<file path="src/rtl/adrm_pkg.sv">
// Shared types, widths, register indexes and reset values for the ADC deadband range mapper.
// No dependencies; every rtl file imports this package.
package adrm_pkg;

  localparam int SAMPLE_BITS  = 12;
  localparam int OUT_BITS     = 32;
  localparam int DY_BITS      = OUT_BITS + 1;
  localparam int PROD_BITS    = DY_BITS + SAMPLE_BITS;
  localparam int SUM_BITS     = PROD_BITS + 2;
  localparam int CFG_IDX_BITS = 3;

  typedef logic [SAMPLE_BITS-1:0]     raw_t;
  typedef logic signed [OUT_BITS-1:0] q16_t;

  // register indexes on the configuration port
  localparam logic [CFG_IDX_BITS-1:0] REG_LOW_LIMIT       = 3'd0;
  localparam logic [CFG_IDX_BITS-1:0] REG_HIGH_LIMIT      = 3'd1;
  localparam logic [CFG_IDX_BITS-1:0] REG_FLOOR_OUTPUT    = 3'd2;
  localparam logic [CFG_IDX_BITS-1:0] REG_CEILING_OUTPUT  = 3'd3;
  localparam logic [CFG_IDX_BITS-1:0] REG_DEADBAND_OUTPUT = 3'd4;
  localparam logic [CFG_IDX_BITS-1:0] REG_DEADBAND_WIDTH  = 3'd5;
  localparam logic [CFG_IDX_BITS-1:0] REG_INVERT          = 3'd6;

  localparam logic OP_SAMPLE  = 1'b0;
  localparam logic OP_CAPTURE = 1'b1;

  localparam raw_t LOW_LIMIT_RESET      = raw_t'(0);
  localparam raw_t HIGH_LIMIT_RESET     = raw_t'(4095);
  localparam raw_t DEADBAND_WIDTH_RESET = raw_t'(2);
  localparam q16_t FLOOR_RESET          = q16_t'(0);
  localparam q16_t CEILING_RESET        = q16_t'(65536);
  localparam q16_t DEADBAND_OUT_RESET   = q16_t'(0);

  // status of a serial arithmetic unit
  typedef struct packed {
    logic busy;
    logic done;
  } unit_sts_t;

endpackage

</file>
<file path="src/rtl/adrm_mul.sv">
// Serial shift-add multiplier: one multiplier bit per cycle, LSB first.
// Depends on adrm_pkg.
module adrm_mul (
  input  logic                              clk_i,
  input  logic                              rst_ni,
  input  logic                              start_i,
  input  logic [adrm_pkg::DY_BITS-1:0]      mcand_i,
  input  adrm_pkg::raw_t                    mplier_i,
  output adrm_pkg::unit_sts_t               sts_o,
  output logic [adrm_pkg::PROD_BITS-1:0]    prod_o
);
  import adrm_pkg::*;

  localparam int CNT_BITS = $clog2(SAMPLE_BITS);
  localparam logic [CNT_BITS-1:0] CNT_LAST = CNT_BITS'(SAMPLE_BITS - 1);

  logic                busy_q, busy_d;
  logic                done_q, done_d;
  logic [CNT_BITS-1:0] cnt_q, cnt_d;
  logic [DY_BITS-1:0]  mcand_q;
  logic [DY_BITS-1:0]  hi_q;
  raw_t                lo_q;
  logic [DY_BITS:0]    sum;

  assign sum = {1'b0, hi_q} + (lo_q[0] ? {1'b0, mcand_q} : '0);

  always_comb begin
    busy_d = busy_q;
    done_d = 1'b0;
    cnt_d  = cnt_q;
    if (start_i) begin
      busy_d = 1'b1;
      cnt_d  = '0;
    end else if (busy_q) begin
      cnt_d = cnt_q + 1'b1;
      if (cnt_q == CNT_LAST) begin
        busy_d = 1'b0;
        done_d = 1'b1;
      end
    end
  end

  always_ff @(posedge clk_i or negedge rst_ni) begin
    if (!rst_ni) begin
      busy_q <= 1'b0;
      done_q <= 1'b0;
      cnt_q  <= '0;
    end else begin
      busy_q <= busy_d;
      done_q <= done_d;
      cnt_q  <= cnt_d;
    end
  end

  // shift the partial product right, adding the multiplicand on a one bit
  always_ff @(posedge clk_i) begin
    if (start_i) begin
      mcand_q <= mcand_i;
      hi_q    <= '0;
      lo_q    <= mplier_i;
    end else if (busy_q) begin
      hi_q <= sum[DY_BITS:1];
      lo_q <= {sum[0], lo_q[SAMPLE_BITS-1:1]};
    end
  end

  assign sts_o.busy = busy_q;
  assign sts_o.done = done_q;
  assign prod_o     = {hi_q, lo_q};

endmodule

</file>
<file path="src/rtl/adrm_div.sv">
// Restoring serial divider: one quotient bit per cycle, unsigned magnitudes.
// Depends on adrm_pkg; the divisor must be nonzero.
module adrm_div (
  input  logic                              clk_i,
  input  logic                              rst_ni,
  input  logic                              start_i,
  input  logic [adrm_pkg::PROD_BITS-1:0]    dvd_i,
  input  adrm_pkg::raw_t                    dvs_i,
  output adrm_pkg::unit_sts_t               sts_o,
  output logic [adrm_pkg::PROD_BITS-1:0]    quot_o
);
  import adrm_pkg::*;

  localparam int CNT_BITS = $clog2(PROD_BITS);
  localparam logic [CNT_BITS-1:0] CNT_LAST = CNT_BITS'(PROD_BITS - 1);

  logic                 busy_q, busy_d;
  logic                 done_q, done_d;
  logic [CNT_BITS-1:0]  cnt_q, cnt_d;
  logic [PROD_BITS-1:0] dq_q;
  raw_t                 rem_q;
  raw_t                 dvs_q;
  logic [SAMPLE_BITS:0] shifted;
  logic [SAMPLE_BITS:0] diff;
  logic                 ge;

  assign shifted = {rem_q, dq_q[PROD_BITS-1]};
  assign ge      = shifted >= {1'b0, dvs_q};
  assign diff    = shifted - {1'b0, dvs_q};

  always_comb begin
    busy_d = busy_q;
    done_d = 1'b0;
    cnt_d  = cnt_q;
    if (start_i) begin
      busy_d = 1'b1;
      cnt_d  = '0;
    end else if (busy_q) begin
      cnt_d = cnt_q + 1'b1;
      if (cnt_q == CNT_LAST) begin
        busy_d = 1'b0;
        done_d = 1'b1;
      end
    end
  end

  always_ff @(posedge clk_i or negedge rst_ni) begin
    if (!rst_ni) begin
      busy_q <= 1'b0;
      done_q <= 1'b0;
      cnt_q  <= '0;
    end else begin
      busy_q <= busy_d;
      done_q <= done_d;
      cnt_q  <= cnt_d;
    end
  end

  // dividend bits leave at the top while quotient bits enter at the bottom
  always_ff @(posedge clk_i) begin
    if (start_i) begin
      dq_q  <= dvd_i;
      rem_q <= '0;
      dvs_q <= dvs_i;
    end else if (busy_q) begin
      dq_q  <= {dq_q[PROD_BITS-2:0], ge};
      rem_q <= ge ? diff[SAMPLE_BITS-1:0] : shifted[SAMPLE_BITS-1:0];
    end
  end

  assign sts_o.busy = busy_q;
  assign sts_o.done = done_q;
  assign quot_o     = dq_q;

endmodule

</file>
<file path="src/rtl/adc_deadband_range_mapper.sv">
// ADC deadband range mapper: raw sample to clamped, optionally negated Q16.16 value.
// A sloped segment runs setup, multiply, divide, sum and clamp; inside the deadband or on a
// zero span, setup goes straight to clamp. One item at a time: a new transaction is taken
// only once the result is loaded into the output register, not while the output is held off.
// The sloped path runs through the serial multiplier and the serial divider.
// Reset (asynchronous, active low) restores register defaults and clears sample and deadband.
// Depends on adrm_pkg, adrm_mul and adrm_div.
module adc_deadband_range_mapper (
  input  logic                                 clk_i,
  input  logic                                 rst_ni,
  input  logic                                 cfg_we_i,
  input  logic [adrm_pkg::CFG_IDX_BITS-1:0]    cfg_idx_i,
  input  logic [adrm_pkg::OUT_BITS-1:0]        cfg_data_i,
  input  logic                                 in_valid_i,
  output logic                                 in_ready_o,
  input  logic                                 opcode_i,
  input  adrm_pkg::raw_t                       sample_i,
  output logic                                 out_valid_o,
  input  logic                                 out_ready_i,
  output adrm_pkg::q16_t                       value_o
);
  import adrm_pkg::*;

  localparam logic [2:0] ST_IDLE  = 3'd0;
  localparam logic [2:0] ST_SETUP = 3'd1;
  localparam logic [2:0] ST_MUL   = 3'd2;
  localparam logic [2:0] ST_DIV   = 3'd3;
  localparam logic [2:0] ST_SUM   = 3'd4;
  localparam logic [2:0] ST_CLAMP = 3'd5;

  // configuration
  raw_t low_q, high_q, db_width_q;
  q16_t floor_q, ceil_q, db_out_q;
  logic invert_q;

  // mapper state
  raw_t last_q, db_low_q, db_high_q;
  logic db_on_q;

  logic [2:0] state_q, state_d;
  logic       out_valid_q;
  q16_t       out_q;

  logic                       neg_q;
  q16_t                       y0_q;
  raw_t                       span_mag_q;
  logic signed [SUM_BITS-1:0] v_q;

  logic in_fire;
  assign in_ready_o = (state_q == ST_IDLE);
  assign in_fire    = in_valid_i && in_ready_o;

  // deadband edges from the stored sample
  raw_t                 half, cap_low, cap_high;
  logic [SAMPLE_BITS:0] hi_sum;

  always_comb begin
    half     = (db_width_q == raw_t'(1)) ? raw_t'(1) : (db_width_q >> 1);
    hi_sum   = {1'b0, last_q} + {1'b0, half};
    cap_high = hi_sum[SAMPLE_BITS] ? '1 : hi_sum[SAMPLE_BITS-1:0];
    cap_low  = (last_q >= half) ? last_q - half : '0;
  end

  always_ff @(posedge clk_i or negedge rst_ni) begin
    if (!rst_ni) begin
      low_q      <= LOW_LIMIT_RESET;
      high_q     <= HIGH_LIMIT_RESET;
      floor_q    <= FLOOR_RESET;
      ceil_q     <= CEILING_RESET;
      db_out_q   <= DEADBAND_OUT_RESET;
      db_width_q <= DEADBAND_WIDTH_RESET;
      invert_q   <= 1'b0;
    end else if (cfg_we_i) begin
      case (cfg_idx_i)
        REG_LOW_LIMIT:       low_q      <= cfg_data_i[SAMPLE_BITS-1:0];
        REG_HIGH_LIMIT:      high_q     <= cfg_data_i[SAMPLE_BITS-1:0];
        REG_FLOOR_OUTPUT:    floor_q    <= cfg_data_i;
        REG_CEILING_OUTPUT:  ceil_q     <= cfg_data_i;
        REG_DEADBAND_OUTPUT: db_out_q   <= cfg_data_i;
        REG_DEADBAND_WIDTH:  db_width_q <= cfg_data_i[SAMPLE_BITS-1:0];
        REG_INVERT:          invert_q   <= cfg_data_i[0];
        default: ;
      endcase
    end
  end

  always_ff @(posedge clk_i or negedge rst_ni) begin
    if (!rst_ni) begin
      last_q    <= '0;
      db_low_q  <= '0;
      db_high_q <= '0;
      db_on_q   <= 1'b0;
    end else if (in_fire) begin
      if (opcode_i == OP_SAMPLE) begin
        last_q <= sample_i;
      end else begin
        db_low_q  <= cap_low;
        db_high_q <= cap_high;
        db_on_q   <= 1'b1;
      end
    end
  end

  // segment selection and operand preparation
  raw_t                       x0, x1;
  q16_t                       y0, y1;
  logic                       flat;
  logic signed [SAMPLE_BITS:0] dx, span;
  logic signed [DY_BITS-1:0]  dy;
  raw_t                       dx_mag, span_mag;
  logic [DY_BITS-1:0]         dy_mag;
  logic                       direct;

  always_comb begin
    x0   = low_q;
    y0   = floor_q;
    x1   = high_q;
    y1   = ceil_q;
    flat = 1'b0;
    if (db_on_q) begin
      if (last_q < db_low_q) begin
        x1 = db_low_q;
        y1 = db_out_q;
      end else if (last_q > db_high_q) begin
        x0 = db_high_q;
        y0 = db_out_q;
      end else begin
        y0   = db_out_q;
        flat = 1'b1;
      end
    end
    dx       = $signed({1'b0, last_q}) - $signed({1'b0, x0});
    span     = $signed({1'b0, x1}) - $signed({1'b0, x0});
    dy       = DY_BITS'(y1) - DY_BITS'(y0);
    dx_mag   = dx[SAMPLE_BITS] ? raw_t'(-dx) : dx[SAMPLE_BITS-1:0];
    span_mag = span[SAMPLE_BITS] ? raw_t'(-span) : span[SAMPLE_BITS-1:0];
    dy_mag   = dy[DY_BITS-1] ? DY_BITS'(-dy) : DY_BITS'(dy);
    direct   = flat || (span == '0);
  end

  unit_sts_t            mul_sts, div_sts;
  logic [PROD_BITS-1:0] prod, quot;
  logic                 mul_start, div_start;

  assign mul_start = (state_q == ST_SETUP) && !direct;
  assign div_start = (state_q == ST_MUL) && mul_sts.done;

  adrm_mul u_mul (
    .clk_i    (clk_i),
    .rst_ni   (rst_ni),
    .start_i  (mul_start),
    .mcand_i  (dy_mag),
    .mplier_i (dx_mag),
    .sts_o    (mul_sts),
    .prod_o   (prod)
  );

  adrm_div u_div (
    .clk_i   (clk_i),
    .rst_ni  (rst_ni),
    .start_i (div_start),
    .dvd_i   (prod),
    .dvs_i   (span_mag_q),
    .sts_o   (div_sts),
    .quot_o  (quot)
  );

  // signed sum, clamp and optional negation
  logic signed [SUM_BITS-1:0] q_ext, q_signed, floor_ext, ceil_ext;
  q16_t                       clamped, result;
  logic                       slot_free;

  always_comb begin
    q_ext     = $signed({2'b00, quot});
    q_signed  = neg_q ? -q_ext : q_ext;
    floor_ext = SUM_BITS'(floor_q);
    ceil_ext  = SUM_BITS'(ceil_q);
    if (v_q < floor_ext) begin
      clamped = floor_q;
    end else if (v_q > ceil_ext) begin
      clamped = ceil_q;
    end else begin
      clamped = v_q[OUT_BITS-1:0];
    end
    if (!invert_q) begin
      result = clamped;
    end else if (clamped == {1'b1, {(OUT_BITS-1){1'b0}}}) begin
      result = {1'b0, {(OUT_BITS-1){1'b1}}};
    end else begin
      result = -clamped;
    end
    slot_free = !out_valid_q || out_ready_i;
  end

  always_comb begin
    state_d = state_q;
    case (state_q)
      ST_IDLE:  if (in_fire) state_d = ST_SETUP;
      ST_SETUP: state_d = direct ? ST_CLAMP : ST_MUL;
      ST_MUL:   if (mul_sts.done) state_d = ST_DIV;
      ST_DIV:   if (div_sts.done) state_d = ST_SUM;
      ST_SUM:   state_d = ST_CLAMP;
      ST_CLAMP: if (slot_free) state_d = ST_IDLE;
      default:  state_d = ST_IDLE;
    endcase
  end

  always_ff @(posedge clk_i or negedge rst_ni) begin
    if (!rst_ni) begin
      state_q     <= ST_IDLE;
      out_valid_q <= 1'b0;
    end else begin
      state_q <= state_d;
      if (state_q == ST_CLAMP && slot_free) begin
        out_valid_q <= 1'b1;
      end else if (out_ready_i) begin
        out_valid_q <= 1'b0;
      end
    end
  end

  always_ff @(posedge clk_i) begin
    if (state_q == ST_SETUP) begin
      y0_q       <= y0;
      neg_q      <= dx[SAMPLE_BITS] ^ span[SAMPLE_BITS] ^ dy[DY_BITS-1];
      span_mag_q <= span_mag;
      // deadband and zero span take the segment start as they are
      v_q        <= SUM_BITS'(y0);
    end
    if (state_q == ST_SUM) begin
      v_q <= SUM_BITS'(y0_q) + q_signed;
    end
    if (state_q == ST_CLAMP && slot_free) begin
      out_q <= result;
    end
  end

  assign out_valid_o = out_valid_q;
  assign value_o     = out_q;

  a_one_item: assert property (@(posedge clk_i) disable iff (!rst_ni)
    in_fire |=> !in_ready_o)
    else $error("input accepted while an item is still in progress");

  a_mul_done: assert property (@(posedge clk_i) disable iff (!rst_ni)
    mul_sts.done |-> (state_q == ST_MUL))
    else $error("multiplier finished outside the multiply phase");

  a_div_done: assert property (@(posedge clk_i) disable iff (!rst_ni)
    div_sts.done |-> (state_q == ST_DIV))
    else $error("divider finished outside the divide phase");

  a_units_excl: assert property (@(posedge clk_i) disable iff (!rst_ni)
    !(mul_sts.busy && div_sts.busy))
    else $error("multiplier and divider busy at once");

endmodule
</file>
<file path="config.mk">
export PLATFORM = sky130hd
export DESIGN_NAME = adc_deadband_range_mapper
export DESIGN_NICKNAME = d
export VERILOG_FILES = /design/src/rtl/adrm_pkg.sv /design/src/rtl/adrm_mul.sv /design/src/rtl/adrm_div.sv /design/src/rtl/adc_deadband_range_mapper.sv
export SDC_FILE = /design/constraint.sdc
export NUM_CORES = 1
export LEC_CHECK = 0
export ABC_CLOCK_PERIOD_IN_PS = 19800
export BUFFER_PORTS_ARGS = -buffer_cell sky130_fd_sc_hd__buf_2
export CORE_UTILIZATION = 35
export DETAILED_ROUTE_END_ITERATION = 6
export PLACE_DENSITY_LB_ADDON = 0.2
export RECOVER_POWER = 100
export SLEW_MARGIN = 20
export SYNTH_ARGS = -nofsm -noshare
export SYNTH_HDL_FRONTEND = slang
export SYNTH_HIERARCHICAL = 1
export SYNTH_SLANG_ARGS = --single-unit
</file>
<file path="constraint.sdc">
create_clock -name clk_i -period 19.8 [get_ports clk_i]
set_input_delay 3.96 -clock clk_i [delete_from_list [all_inputs] [get_ports clk_i]]
set_output_delay 3.96 -clock clk_i [all_outputs]
set_load 0.02 [all_outputs]
</file>
==> results of run 1 <==
## metal layers
metal | track usage, % | up-vias | wire, um
met2 | 34.58 | 469 | 48350
met4 | 5.125 | 0 | 2321
met5 | 0 | - | 0
li1 | - | 13020 | -
met3 | 1.818 | 119 | 2686
met1 | 25.04 | 12620 | 43120
## registers in the layout, indices dropped and copies added, names as in the netlist, 3 cells and up
name,count
db_high_q,12
v_q,47
span_mag_q,12
u_div/quot_o,45
u_mul/hi_q,33
u_div/cnt_q,6
y0_q,32
high_q,12
db_low_q,12
u_div/dvs_q,12
u_mul/mcand_q,33
value_o,32
db_width_q,12
last_q,12
u_mul/lo_q,12
state_q,3
u_mul/cnt_q,4
floor_q,32
u_div/rem_q,12
low_q,12
ceil_q,32
db_out_q,32
## layout by cell type, fill, tap and decap left out, types with 24 or more instances in the layout
| cell | instances |
|---|---|
| sky130_fd_sc_hd__nand2_1 | 310 |
| sky130_fd_sc_hd__ha_1 | 284 |
| sky130_fd_sc_hd__a21oi_1 | 249 |
| sky130_fd_sc_hd__o21ai_0 | 247 |
| sky130_fd_sc_hd__nor2_1 | 227 |
| sky130_fd_sc_hd__edfxtp_1 | 226 |
| sky130_fd_sc_hd__inv_1 | 225 |
| sky130_fd_sc_hd__mux2_2 | 181 |
| sky130_fd_sc_hd__dfrtp_1 | 174 |
| sky130_fd_sc_hd__xnor2_1 | 168 |
| sky130_fd_sc_hd__a21o_1 | 106 |
| sky130_fd_sc_hd__xor2_1 | 86 |
| sky130_fd_sc_hd__mux2i_1 | 72 |
| sky130_fd_sc_hd__clkbuf_1 | 71 |
| sky130_fd_sc_hd__clkbuf_16 | 54 |
| sky130_fd_sc_hd__nand4_1 | 52 |
| sky130_fd_sc_hd__nand3_1 | 51 |
| sky130_fd_sc_hd__buf_2 | 48 |
| sky130_fd_sc_hd__nor3_1 | 47 |
| sky130_fd_sc_hd__dfxtp_1 | 45 |
| sky130_fd_sc_hd__nand2b_1 | 41 |
| sky130_fd_sc_hd__and2_1 | 41 |
| sky130_fd_sc_hd__o31ai_1 | 39 |
| sky130_fd_sc_hd__and3_1 | 34 |
| sky130_fd_sc_hd__a31oi_1 | 31 |
| sky130_fd_sc_hd__nor2b_1 | 29 |
| sky130_fd_sc_hd__o21a_1 | 28 |
| sky130_fd_sc_hd__o21bai_1 | 26 |
| sky130_fd_sc_hd__or3_1 | 24 |
## metrics by stage
stage | cells | hold WS, ps | area, um2 | util, %
after floorplan | 3549 | 400.3 | 33670 | -
after detailed placement | 4784 | 406.2 | 35320 | 37.12
after global placement | 4784 | 411.2 | 35320 | 37.12
after CTS | 4884 | 416.0 | 37120 | 39.01
after global routing | 4884 | 424.5 | 36880 | 38.76
final | 4884 | 422.7 | 36880 | 38.76
## cell type report
type	count	area share, %
Multi-Input combinational cell	2715	53.37
Tap cell	1265	4.291
Clock inverter	26	0.8515
Timing Repair Buffer	118	1.496
Inverter	227	2.310
Clock buffer	74	4.030
Sequential cell	459	33.65
## worst max-delay path: stages, from the launching register on
cell,delay [ps]
sky130_fd_sc_hd__dfrtp_1,660
sky130_fd_sc_hd__ha_1,330
sky130_fd_sc_hd__a21oi_1,170
sky130_fd_sc_hd__o21a_1,190
sky130_fd_sc_hd__o41ai_4,110
sky130_fd_sc_hd__o21ai_0,190
sky130_fd_sc_hd__clkbuf_1,2050
sky130_fd_sc_hd__o21ai_0,550
sky130_fd_sc_hd__nand2_1,350
sky130_fd_sc_hd__clkinv_1,290
sky130_fd_sc_hd__ha_1,400
sky130_fd_sc_hd__a41oi_1,240
sky130_fd_sc_hd__o221ai_1,150
sky130_fd_sc_hd__a31oi_1,290
sky130_fd_sc_hd__nor2_1,110
sky130_fd_sc_hd__a21oi_1,230
sky130_fd_sc_hd__mux2i_1,260
sky130_fd_sc_hd__nor3_1,150
sky130_fd_sc_hd__nor2_4,90
sky130_fd_sc_hd__clkbuf_1,1240
sky130_fd_sc_hd__clkbuf_1,1840
sky130_fd_sc_hd__mux2_2,460
## worst max path at each step
stage / startpoint / to / slack [ps] / cells past startpoint
final: last_q[7] / u_mul/lo_q[5] / 9150 / 21
after global routing: last_q[11] / u_mul/lo_q[5] / 8240 / 21
after CTS: last_q[1] / u_mul/mcand_q[28] / 12700 / 21
after detailed placement: last_q[1] / u_mul/mcand_q[28] / 12740 / 21
after global placement: last_q[1] / u_mul/mcand_q[28] / 12760 / 21
after floorplan: state_q[0] / u_mul/lo_q[0] / 12570 / 7
==> flow_summary.ini, run 1 <==
[outcome]
outcome = complete, but fails checks
failed_checks = capacitance limit, slew limit

[hold_path]
terminating_pin_of_the_worst_hold_path = u_div/dvs_q[11]
min-delay-start = span_mag_q[11]
hold_class = register to register
holdPathStages = 0

[route]
finalWirelength_um = 96480
detail_route.drc_violations = 0
drt_iter0_markers = 1813
via_count = 26230
vias_per_cell = 5.370
drt_pass1_iterations = 5
route.detailed.wl_per_inst_um = 19.75
ant_nets = 0

[floorplanning]
fp.dieH_um = 312.2
core-area_um2 = 95150
fp.dieArea_um2 = 97450
io_pins = 87
floorplan.initialDensity_pct = 35.39
num_rows = 113
die_x_um = 312.2

[worst_setup_path]
critPathArrivalTime_ps = 11020
type_of_the_worst_setup_path = register to register
timing.reg2reg.setup_slack_ps = 9150
capture_instance_of_the_worst_register_to_register_path = u_mul/lo_q[5]
worstSetupEndpointType = register
timing.critical_path.required_ps = 20170
worstReg2RegStart = last_q[7]
worstSetupStartpointType = register
r2r_cells = 21
critPathMaxFanout = 42

[clocking]
tritoncts.num_buffers = 53
post_cts_hold_buffer_count = 0
clk_root_buffer_cell = sky130_fd_sc_hd__clkbuf_16
cts.sinks = 459
cts.repair.resized = 0
htree_levels = 2
clkSlewWorstSetupHoldPaths_ps = 60
cts_post_setup_buffers_inserted = 0
cts_tree = yes
ctsLongestPathBuffers = 3
clock_insertion_delay_worst_skew_ps = 630

[cells_and_area]
drive_gt1_share_pct = 11.14
seqCellArea_um2 = 12410
final.fill_count = 9603
antenna_cells_inserted = 0
fin_nets = 3919
area_delta_synth_final_pct = 9.527
multiInputGateArea_um2 = 19690

[sta]
slew_headroom_pct = -158.9
timing.setup.tns_ps = 0
finalCritPeriodShare_pct = 53.81
timing.fmax_mhz = 93.86
final_period_demand_of_the_worst_path_ps = 10650
rsz_0062_raised_after_global_routing = no
worst_slew_pin_slew_ps = 3883
layout_skew_ps = 24.35
timing.final.ws_setup_ps = 9145
finalHoldViolCount = 0
finalMaxSlewViolations = 767
setup_viol_count_final = 0

[place]
placement.io_buffers = 86
gp_routability_congestion = 0.8931
placement.setup.worst_slack_ps = 12740
hpwl_um = 74360

[grt]
grt_max_degree = 77
grt_util_all_layers_pct = 19.43
grt_antenna_before_repair = 2
first_global_vias = 25570
gr-total-overflow = 0
grt_pass1_wl_um = 149700

[logic_synthesis]
synthesis.area_um2 = 33670
syn-mean-instance-area_um2 = 9.488
synth_nets = 3894
synth-warning-count = 6
postSynthCellCount = 3549

[flow_run]
max_capacitance_violation_count = 20
Power of run 1 is not shown: default switching activity piles up to over one toggle a cycle in this logic, so the estimate is an artifact.
==> run 2: changes to the inputs <==
ABC_CLOCK_PERIOD_IN_PS = 9800   (was 19800)
clock period = 9.8 ns   (was 19.8 ns; I/O delays follow)
==> run 2 against run 1 <==
  * The run still ends with capacitance limit, slew limit left
  * Sequential share of layout area barely moved
  * Cell count barely moved
  * Global-route usage rose by 0.22 points
  * First-iteration DRC count fell by 11%
  * Fmax rose by 30%
  * Hold slack got worse by 5.4 ps
  * Worst setup slack got worse by 7500 ps
  * Design area rose by 0.13%
  * Die area did not move
  * Clock skew rose by 15 ps
  * Wire length rose by 0.71%
  * Critical path type unchanged
  * Critical endpoint is now value_o[24]
  * Highest routed layer unchanged
==> flow_summary.ini, run 2 (same netlist as run 1, synthesis figures left out) <==
[outcome]
outcome = complete, but fails checks
failed_checks = capacitance limit, slew limit

[worst_setup_path]
cp_slowest_stage_delay_ps = 1520
max_stage_delay_cell_worst_path = sky130_fd_sc_hd__o31ai_1
r2r_cells = 19
timing.reg2reg.setup_slack_ps = 1600
critPathArrivalTime_ps = 8670
cpMostUsedCell = sky130_fd_sc_hd__a21o_1
crit_family = compound AO/OA/AOI/OAI gates
timing.critical_path.cells = inv_1 > ha_1 > a21o_1 > a21o_1 > a21oi_1 > o21ai_0 > a21o_1 > a21o_1 > o31ai_1 > nand2_1 > nand2_1 > a21oi_1 > a21oi_1 > ha_1 > o211ai_1 > clkbuf_1 > nor4_1 > nand4_4 > o21ai_0
worstReg2RegStart = ceil_q[31]
critPathMaxFanout = 26
timing.critical_path.required_ps = 10270
cp.buffers_inverters = 2
worstSetupStartpointType = register
type_of_the_worst_setup_path = register to register
capture_instance_of_the_worst_register_to_register_path = value_o[24]
worstSetupEndpointType = register

[sta]
timing.fmax_mhz = 121.9
final_period_demand_of_the_worst_path_ps = 8203
finalHoldViolCount = 0
finalMaxSlewViolations = 616
layout_skew_ps = 39.01
slew_headroom_pct = -198.1
worst_slew_pin_slew_ps = 4471
finalCritPeriodShare_pct = 83.70
rsz_0062_raised_after_global_routing = no
timing.setup.tns_ps = 0
setup_viol_count_final = 0

[clocking]
clock_insertion_delay_worst_skew_ps = 630
cts.sinks = 459
htree_levels = 2
post_cts_hold_buffer_count = 0
cts_post_setup_buffers_inserted = 0
clkSlewWorstSetupHoldPaths_ps = 60
tritoncts.num_buffers = 55
cts.repair.resized = 0
cts_tree = yes
clk_root_buffer_cell = sky130_fd_sc_hd__clkbuf_16
ctsLongestPathBuffers = 3

[hold_path]
min-delay-start = span_mag_q[3]
hold_class = register to register
terminating_pin_of_the_worst_hold_path = u_div/dvs_q[3]
holdPathStages = 0

[grt]
gr-total-overflow = 0
grt_pass1_wl_um = 151900
first_global_vias = 26070
grt_antenna_before_repair = 5
grt_max_degree = 82
grt_util_all_layers_pct = 19.65

[floorplanning]
die_x_um = 312.2
floorplan.initialDensity_pct = 35.39
fp.dieArea_um2 = 97450
io_pins = 87
num_rows = 113
fp.dieH_um = 312.2
core-area_um2 = 95150

[route]
vias_per_cell = 5.396
drt_pass1_iterations = 6
route.detailed.wl_per_inst_um = 19.88
detail_route.drc_violations = 0
via_count = 26380
ant_nets = 0
drt_iter0_markers = 1615
finalWirelength_um = 97160

[cells_and_area]
max_reg_flops = 47
drive_gt1_share_pct = 11.32
regMostFlops = v_q
layout_commonest_cell = sky130_fd_sc_hd__nand2_1
fin_nets = 3921
area_delta_synth_final_pct = 9.668
most_frequent_cells_in_the_layout = 310 x sky130_fd_sc_hd__nand2_1, 284 x sky130_fd_sc_hd__ha_1, 249 x sky130_fd_sc_hd__a21oi_1, 244 x sky130_fd_sc_hd__o21ai_0, 227 x sky130_fd_sc_hd__nor2_1

[flow_run]
max_capacitance_violation_count = 15

[place]
hpwl_um = 74540
placement.io_buffers = 86
gp_routability_congestion = 0.8794
## run 2: cell types whose count changed in the layout (fill, tap and decap cells not counted), moves of 2 or more
cell and delta:
sky130_fd_sc_hd__bufinv_16 -2, sky130_fd_sc_hd__o21ai_1 +2, sky130_fd_sc_hd__clkbuf_16 +4, sky130_fd_sc_hd__inv_6 -2
sky130_fd_sc_hd__o21ai_0 -3, sky130_fd_sc_hd__buf_4 +6, sky130_fd_sc_hd__clkbuf_1 -4
## run 2: metal layers
metal	routed length, um	vias up	track usage (%)
li1	-	13000	-
met1	43210	12810	25.29
met2	48370	411	34.54
met3	2643	157	1.904
met4	2935	0	6.116
met5	0	-	0
## run 2: worst max-delay path by stage
| stage | slack [ps] | depth (start not counted) | end | from |
|---|---|---|---|---|
| after global routing | 1050 | 19 | value_o[24] | ceil_q[31] |
| after global placement | 2770 | 19 | u_mul/mcand_q[26] | last_q[1] |
| after floorplan | 2570 | 7 | u_mul/lo_q[0] | state_q[0] |
| final | 1600 | 19 | value_o[24] | ceil_q[31] |
| after detailed placement | 2710 | 21 | u_mul/hi_q[30] | last_q[7] |
| after CTS | 2690 | 21 | u_mul/hi_q[30] | last_q[7] |
## run 2: area by class of cell
type	count	area, um2
tap	1265	1583
clock inverter	24	242.7
sequential	459	12410
multi-input combinational	2715	19690
fill	9606	58220
inverter	227	852.1
clock buffer	79	1580
antenna	1	2.502
timing repair buffer	118	574.3
## run 2: metrics by stage
step | utilization [%] | area [um2] | instances | worst slack, ps | hold WS [ps]
3_5_place_dp | 37.12 | 35330 | 4783 | 2711 | 405.6
5_1_grt | 38.81 | 36930 | 4887 | 1052 | 425.5
6_report | 38.81 | 36930 | 4888 | 1597 | 417.3
3_3_place_gp | 37.11 | 35310 | 4783 | 2766 | 406.7
2_1_floorplan | - | 33670 | 3549 | 2571 | 400.3
4_1_cts | 39.04 | 37150 | 4886 | 2688 | 418.9
Power of run 2 is left out for the same reason.
